`src/rtl/core/plfr_pkg.sv`:
```
// Shared constants, types and address helpers of the line rasterizer.
`default_nettype none
package plfr_pkg;

   // Framebuffer geometry: pages of eight rows, one byte per column and page.
   localparam int COLUMNS       = 128;
   localparam int PAGES         = 8;
   localparam int ROWS_PER_PAGE = 8;
   localparam int DEPTH         = PAGES * COLUMNS;
   localparam int ADDR_W        = $clog2(DEPTH);

   // Field widths of the request and response beats.
   localparam int COL_W  = 7;
   localparam int ROW_W  = 6;
   localparam int BIT_W  = $clog2(ROWS_PER_PAGE);
   localparam int PAGE_W = ROW_W - BIT_W;
   localparam int BYTE_W = ROWS_PER_PAGE;

   // Error term of the stepper: covers -2*major .. 2*minor for 7-bit spans.
   localparam int ERR_W = COL_W + 3;

   // One point of the line as it leaves the stepper.
   typedef struct packed {
      logic             vld;
      logic [COL_W-1:0] col;
      logic [ROW_W-1:0] row;
      logic             last;
      logic             ink;
   } pt_type;

   // Control from the pixel unit back to the stepper.
   typedef struct packed {
      logic advance;
      logic clearing;
   } ctl_type;

   function automatic logic [PAGE_W-1:0] page_of(input logic [ROW_W-1:0] row);
      page_of = row[ROW_W-1:BIT_W];
   endfunction

   function automatic logic in_range(input logic [COL_W-1:0] col,
                                     input logic [ROW_W-1:0] row);
      in_range = (int'(col) < COLUMNS) && (int'(row[ROW_W-1:BIT_W]) < PAGES);
   endfunction

   function automatic logic [ADDR_W-1:0] addr_of(input logic [COL_W-1:0] col,
                                                 input logic [ROW_W-1:0] row);
      addr_of = ADDR_W'(int'(row[ROW_W-1:BIT_W]) * COLUMNS + int'(col));
   endfunction

endpackage
`default_nettype wire

```
`src/rtl/core/plfr_stepper.sv`:
```
// Bresenham stepper: a setup state, then one point per advancing cycle.
`default_nettype none
module plfr_stepper (
   input  wire logic                      clock,
   input  wire logic                      reset,
   input  wire logic                      req_valid,
   output logic                           req_stall,
   input  wire logic [plfr_pkg::COL_W-1:0] req_x_start,
   input  wire logic [plfr_pkg::ROW_W-1:0] req_y_start,
   input  wire logic [plfr_pkg::COL_W-1:0] req_x_end,
   input  wire logic [plfr_pkg::ROW_W-1:0] req_y_end,
   input  wire logic                      req_ink,
   input  wire plfr_pkg::ctl_type         ctl,
   output plfr_pkg::pt_type               pt
);

   typedef enum logic [1:0] {ST_IDLE, ST_SETUP, ST_RUN} state_type;

   state_type                      state_ff;
   logic [plfr_pkg::COL_W-1:0]     x_ff, xe_ff;
   logic [plfr_pkg::ROW_W-1:0]     y_ff, ye_ff;
   logic                           ink_ff;
   logic                           step_x_ff, sx_neg_ff, sy_neg_ff;
   logic [plfr_pkg::COL_W-1:0]     rem_ff;
   logic signed [plfr_pkg::ERR_W-1:0] err_ff, inc_a_ff, inc_b_ff;

   logic [plfr_pkg::COL_W:0]       dx;
   logic [plfr_pkg::ROW_W:0]       dy;
   logic [plfr_pkg::COL_W-1:0]     adx, major, minor;
   logic [plfr_pkg::ROW_W-1:0]     ady;
   logic                           step_x;
   logic signed [plfr_pkg::ERR_W-1:0] two_minor, two_major, major_e, err_init, inc_b;
   logic                           err_ge, move_x, move_y, accept;
   logic signed [plfr_pkg::ERR_W-1:0] err_in;
   logic [plfr_pkg::COL_W-1:0]     x_in;
   logic [plfr_pkg::ROW_W-1:0]     y_in;

   assign req_stall = (state_ff != ST_IDLE) || ctl.clearing;
   assign accept    = req_valid && !req_stall;

   // Setup arithmetic: spans, directions, major axis and error increments.
   always_comb begin
      dx        = {1'b0, xe_ff} - {1'b0, x_ff};
      dy        = {1'b0, ye_ff} - {1'b0, y_ff};
      adx       = dx[plfr_pkg::COL_W] ? plfr_pkg::COL_W'(-dx) : dx[plfr_pkg::COL_W-1:0];
      ady       = dy[plfr_pkg::ROW_W] ? plfr_pkg::ROW_W'(-dy) : dy[plfr_pkg::ROW_W-1:0];
      step_x    = adx > {1'b0, ady};
      major     = step_x ? adx : {1'b0, ady};
      minor     = step_x ? {1'b0, ady} : adx;
      two_minor = {2'b00, minor, 1'b0};
      two_major = {2'b00, major, 1'b0};
      major_e   = {3'b000, major};
      err_init  = two_minor - major_e;
      inc_b     = two_minor - two_major;
   end

   // The shared step unit: one error add and the coordinate moves.
   always_comb begin
      err_ge = !err_ff[plfr_pkg::ERR_W-1];
      err_in = err_ff + (err_ge ? inc_b_ff : inc_a_ff);
      move_x = step_x_ff || err_ge;
      move_y = !step_x_ff || err_ge;
      x_in   = x_ff;
      y_in   = y_ff;
      if (move_x) begin
         x_in = sx_neg_ff ? x_ff - plfr_pkg::COL_W'(1) : x_ff + plfr_pkg::COL_W'(1);
      end
      if (move_y) begin
         y_in = sy_neg_ff ? y_ff - plfr_pkg::ROW_W'(1) : y_ff + plfr_pkg::ROW_W'(1);
      end
   end

   always_ff @(posedge clock) begin
      if (reset) begin
         state_ff <= ST_IDLE;
      end else begin
         case (state_ff)
            ST_IDLE: begin
               if (accept) begin
                  x_ff     <= req_x_start;
                  y_ff     <= req_y_start;
                  xe_ff    <= req_x_end;
                  ye_ff    <= req_y_end;
                  ink_ff   <= req_ink;
                  state_ff <= ST_SETUP;
               end
            end
            ST_SETUP: begin
               step_x_ff <= step_x;
               sx_neg_ff <= dx[plfr_pkg::COL_W];
               sy_neg_ff <= dy[plfr_pkg::ROW_W];
               rem_ff    <= major;
               err_ff    <= err_init;
               inc_a_ff  <= two_minor;
               inc_b_ff  <= inc_b;
               state_ff  <= ST_RUN;
            end
            ST_RUN: begin
               if (ctl.advance) begin
                  x_ff   <= x_in;
                  y_ff   <= y_in;
                  err_ff <= err_in;
                  rem_ff <= rem_ff - plfr_pkg::COL_W'(1);
                  if (rem_ff == '0) begin
                     state_ff <= ST_IDLE;
                  end
               end
            end
            default: state_ff <= ST_IDLE;
         endcase
      end
   end

   always_comb begin
      pt.vld  = (state_ff == ST_RUN);
      pt.col  = x_ff;
      pt.row  = y_ff;
      pt.last = (rem_ff == '0);
      pt.ink  = ink_ff;
   end

endmodule
`default_nettype wire

```
`config.mk`:
```
export PLATFORM = sky130hd
export DESIGN_NAME = plfr_stepper
export DESIGN_NICKNAME = d
export VERILOG_FILES = /design/src/rtl/core/plfr_pkg.sv /design/src/rtl/core/plfr_stepper.sv
export SDC_FILE = /design/constraint.sdc
export NUM_CORES = 1
export LEC_CHECK = 0
export BUFFER_PORTS_ARGS = -buffer_cell sky130_fd_sc_hd__clkbuf_2
export CAP_MARGIN = 0
export CORE_ASPECT_RATIO = 1.5
export CORE_MARGIN = 8
export CORE_UTILIZATION = 30
export CTS_CLUSTER_DIAMETER = 100
export DETAILED_ROUTE_END_ITERATION = 7
export HOLD_SLACK_MARGIN = 0.08
export SYNTH_ARGS = -nofsm -noshare
export SYNTH_HDL_FRONTEND = slang
export SYNTH_SLANG_ARGS = --single-unit
```
`constraint.sdc`:
```
create_clock -name clock -period 11.95 [get_ports clock]
set_input_delay 0 -clock clock [delete_from_list [all_inputs] [get_ports clock]]
set_output_delay 0 -clock clock [all_outputs]
set_load 0.02 [all_outputs]
```
==> reports/results.txt <==
Data on the critical path is required at its endpoint by 12.15 ns. The number of diodes was 0; the data arrival time at the worst-slack endpoint was 6.37 ns. Cells fill 37.1% of the core in the end. Relative to the synthesized area, the layout overhead comes to 22.4%.

The clock skew after layout is 0.00762 ns, and the synthesized netlist cell count is 481. The logs give 1,638 for the number of filler instances in the final layout and 0.162 GHz for the top achievable clock speed. The tools report the sort of element at the start of the critical path as a register.

The average instance area after synthesis was 10.2 µm². The clock tree buffer depth came out at 2. The most common cell after layout, fill and taps aside is edfxtp_1. The die area is 20,700 µm².

Post-CTS timing repair inserted 0 buffers for setup. The clock transition at the registers of the reported paths came out at 0.05 ns. For the pin with the worst max-slew slack, the measured transition is 0.949 ns.

Register bit total from synthesis: 63. The logs give 0 for the number of remaining DRC errors and 9190 µm for the sum of net half-perimeters after detailed placement. The via total after detailed routing is 3,718, and the first-pass GRT wire length is 18,900 µm. For this block, the routed nets add up to 11,600 µm of wire. The starting utilization of the core area is 30.3%.

The final number of max-transition violations is 0, and the die outline width is 120 µm. The worst register-to-register path begins at y_ff[0]. Highest net fanout along the worst path: 19. The number of antenna violations at the first check in global routing was 0. For this run, global-route usage on met3 was measured as 2.81%. The number of detailed-routing iterations run before antenna repair came out at 4. The minimum setup slack among reg-to-reg paths is 5.78 ns.

Across the run, the number of max-cap violations was 0. The final critical path takes up 51.6% of the cycle. For this design, the sink count on the clock tree is 63.

For the worst flop-to-flop path, the logic depth is 26. Setup repair after global routing left no endpoint under its margin. The worst min-delay path category is in2reg. The worst register-to-register path ends at err_ff[9]. For the met1 routing resource usage after global routing, the log shows 10.9%.

The critical path starts at y_ff[0]. The routed design could run at a clock period as short as 6.17 ns. STA classifies the critical path endpoint as a register. The tree is rooted in a clkbuf_16. The number of rows in the core area was 57. In this run the power density over the cells is 280 nW/µm².

Part of the Yosys area used for sequential elements: 38.3%. The analysis attributes to cell leakage a power of 2.52 nW. After global routing the overflow that remains totals 0. The number of nets handed over by synthesis was 570.

The weighted congestion reported at the end of routability-driven placement was 0.904; the total power consumption of the routed design was 1.68 mW. The detail route stage leaves a number of antenna-violating nets equal to 0. For the net count reported at finish, the log shows 652. The region available for standard cell placement spans 16,100 µm². In the final timing run, aggregate negative setup slack is 0 ns. TritonCTS built the clock tree.

Following the worst setup path forward leads to its endpoint at err_ff[9]. Global routing consumed, over all layers together, 11.7% of the routing resources. The path type of the worst setup path was reg2reg.

The later pin in the worst-skew pair is clocked with a latency of 0.33 ns. Registers take 1870 µm². During synthesis, Yosys emitted a total of 0 warnings. The run finished with clean final reports. In this run the cell area of the synthesized design comes to 4890 µm². Dividing the detail-routed wire length by the instance count gives 15.0 µm. Busiest layer in global routing: met2. In the routed layout, each cell is associated on average with a via count of 4.81. Most frequently used flop master after synthesis: edfxtp_1. Buffers placed on the I/O ports in this run total 48. The final count of hold timing violations was 0; the die extent in y was 172 µm. In this run the number of H-tree levels came out at 3. Counting flops with an async set or reset pin after synthesis yields a share of 0%.

The total clock buffers created by CTS came out at 9. The tools report the combined area of the multi-input logic cells as 2780 µm². In this run, synthesis inferred 61 flip-flops with an integrated enable. The netlist uses 55 different library cells. Global routing used 22.4% of the available met2 tracks. The boundary pin count is 49.

VDD sags by at most 0.136 mV. The finished layout holds 773 standard cells, fillers aside. Setup violations remaining at the end of the flow were counted as 0. Cells with a size suffix above 1 make up 16.2% of the layout. The via count of the first global-routing pass was 3,875.

Entering global routing, the biggest net connects 38 pins. The worst slew slack as a fraction of its limit is 36.4%, and the number of instances in the placed design is 730. The library cells used most frequently in the layout, excluding fill and tap cells, are 61 x edfxtp_1, 51 x ha_1, 49 x inv_1. The run gives 239 as the starting DRC count in detailed routing.
worst min path at each step:
| stage | cells after the start | startpoint | slack (ns) | to |
|---|---|---|---|---|
| floorplan | 1 | reset | 0.07 | state_ff[0] |
| global placement | 1 | req_x_end[6] | 0.18 | xe_ff[6] |
| detailed placement | 1 | req_ink | 0.18 | ink_ff |
| CTS | 5 | ctl[1] | 0.19 | state_ff[0] |
| global route | 5 | ctl[1] | 0.26 | state_ff[0] |
| finish | 5 | ctl[1] | 0.19 | state_ff[0] |
metal layers:
metal | wire (µm) | vias to the layer above | part of all wire (%)
met5 | 0 | - | 0
met4 | 503 | 0 | 4.3
met3 | 330 | 26 | 2.8
met2 | 6410 | 69 | 55
met1 | 4340 | 1742 | 37
li1 | - | 1881 | -
power by group:
group	internal (mW)	switching [mW]
Combinational	0.438	0.557
Clock	0.201	0.0906
Sequential	0.359	0.0287
worst max-delay path, cell delays in order, from the launching register on:
cell       delay (ns)
edfxtp_1         0.45
ha_1             0.26
fa_1             0.48
ha_1             0.24
o2111a_1         0.15
a2111oi_0        0.52
xnor2_1          0.35
ha_1             0.39
a21oi_1          0.19
nor2_1           0.06
nor2_1           0.09
a32o_1           0.15
o311ai_2         0.10
nor2b_1          0.12
buf_4            0.25
clkinv_1         0.26
nor2_1           0.16
a21oi_1          0.07
ha_1             0.37
nor2b_1          0.14
o21ai_0          0.17
nand2b_1         0.09
and2_1           0.17
o21ai_0          0.19
nand2b_1         0.12
a221oi_1         0.35
a21o_1           0.12
state kept, by name, summed over array words and instances (netlist names), 2 cells and up:
| name | flops |
|---|---|
| y_ff | 6 |
| inc_b_ff | 8 |
| err_ff | 9 |
| ye_ff | 6 |
| state_ff | 2 |
| x_ff | 7 |
| inc_a_ff | 7 |
| rem_ff | 7 |
| xe_ff | 7 |
timing repair:
action	4_1_cts	5_1_grt
endpoints found under the hold margin	29	0
hold buffers	28	0
resized for setup	0	0
Yosys cell counts (5+ instances only):
| master | number | area (µm²) |
|---|---|---|
| o21bai_1 | 6 | 45.0 |
| mux2_2 | 17 | 191 |
| edfxtp_1 | 61 | 1830 |
| a21oi_1 | 32 | 160 |
| fa_1 | 6 | 120 |
| nor2_1 | 33 | 124 |
| a21o_1 | 13 | 97.6 |
| o21ai_0 | 25 | 125 |
| clkbuf_1 | 7 | 26.3 |
| nand2_1 | 31 | 116 |
| ha_1 | 51 | 638 |
| o21a_1 | 5 | 37.5 |
| nor3_1 | 8 | 40.0 |
| nor2b_1 | 12 | 75.1 |
| mux2i_1 | 12 | 120 |
| nand2b_1 | 6 | 37.5 |
| and2_1 | 5 | 31.3 |
| xnor2_1 | 32 | 280 |
| inv_1 | 49 | 184 |
| xor2_1 | 15 | 131 |
cell type report:
type,count,share of cell area (%)
flip-flops and latches,63,31.3
clock buffers,10,3.83
clock inverters,5,1.63
multi-input cells,357,46.4
inverters,51,3.20
well taps,206,4.31
repair buffers,81,9.32
logic make-up (layout without fill, tap and decap cells):
| logic type | Yosys count | in the layout | share of synthesized area [%] |
|---|---|---|---|
| compound gates | 113 | 113 | 15.4 |
| simple gates | 109 | 109 | 10.8 |
| flops | 63 | 63 | 38.3 |
| buf+inv | 61 | 147 | 4.91 |
| fa+ha+maj | 57 | 57 | 15.5 |
| xor+xnor | 47 | 47 | 8.42 |
| mux | 30 | 30 | 6.68 |
| other cells | 1 | 1 | 0.0767 |
per-stage QoR:
stage	hold slack (ns)	instance area (µm²)	worst slack, ns
after floorplan	0.0724	4890	6.46
after global placement	0.179	5380	6.00
after detailed placement	0.179	5380	5.83
after CTS	0.189	5980	5.81
after global routing	0.262	5980	5.32
final	0.189	5980	5.78
Power figures use the tool's default switching activity.
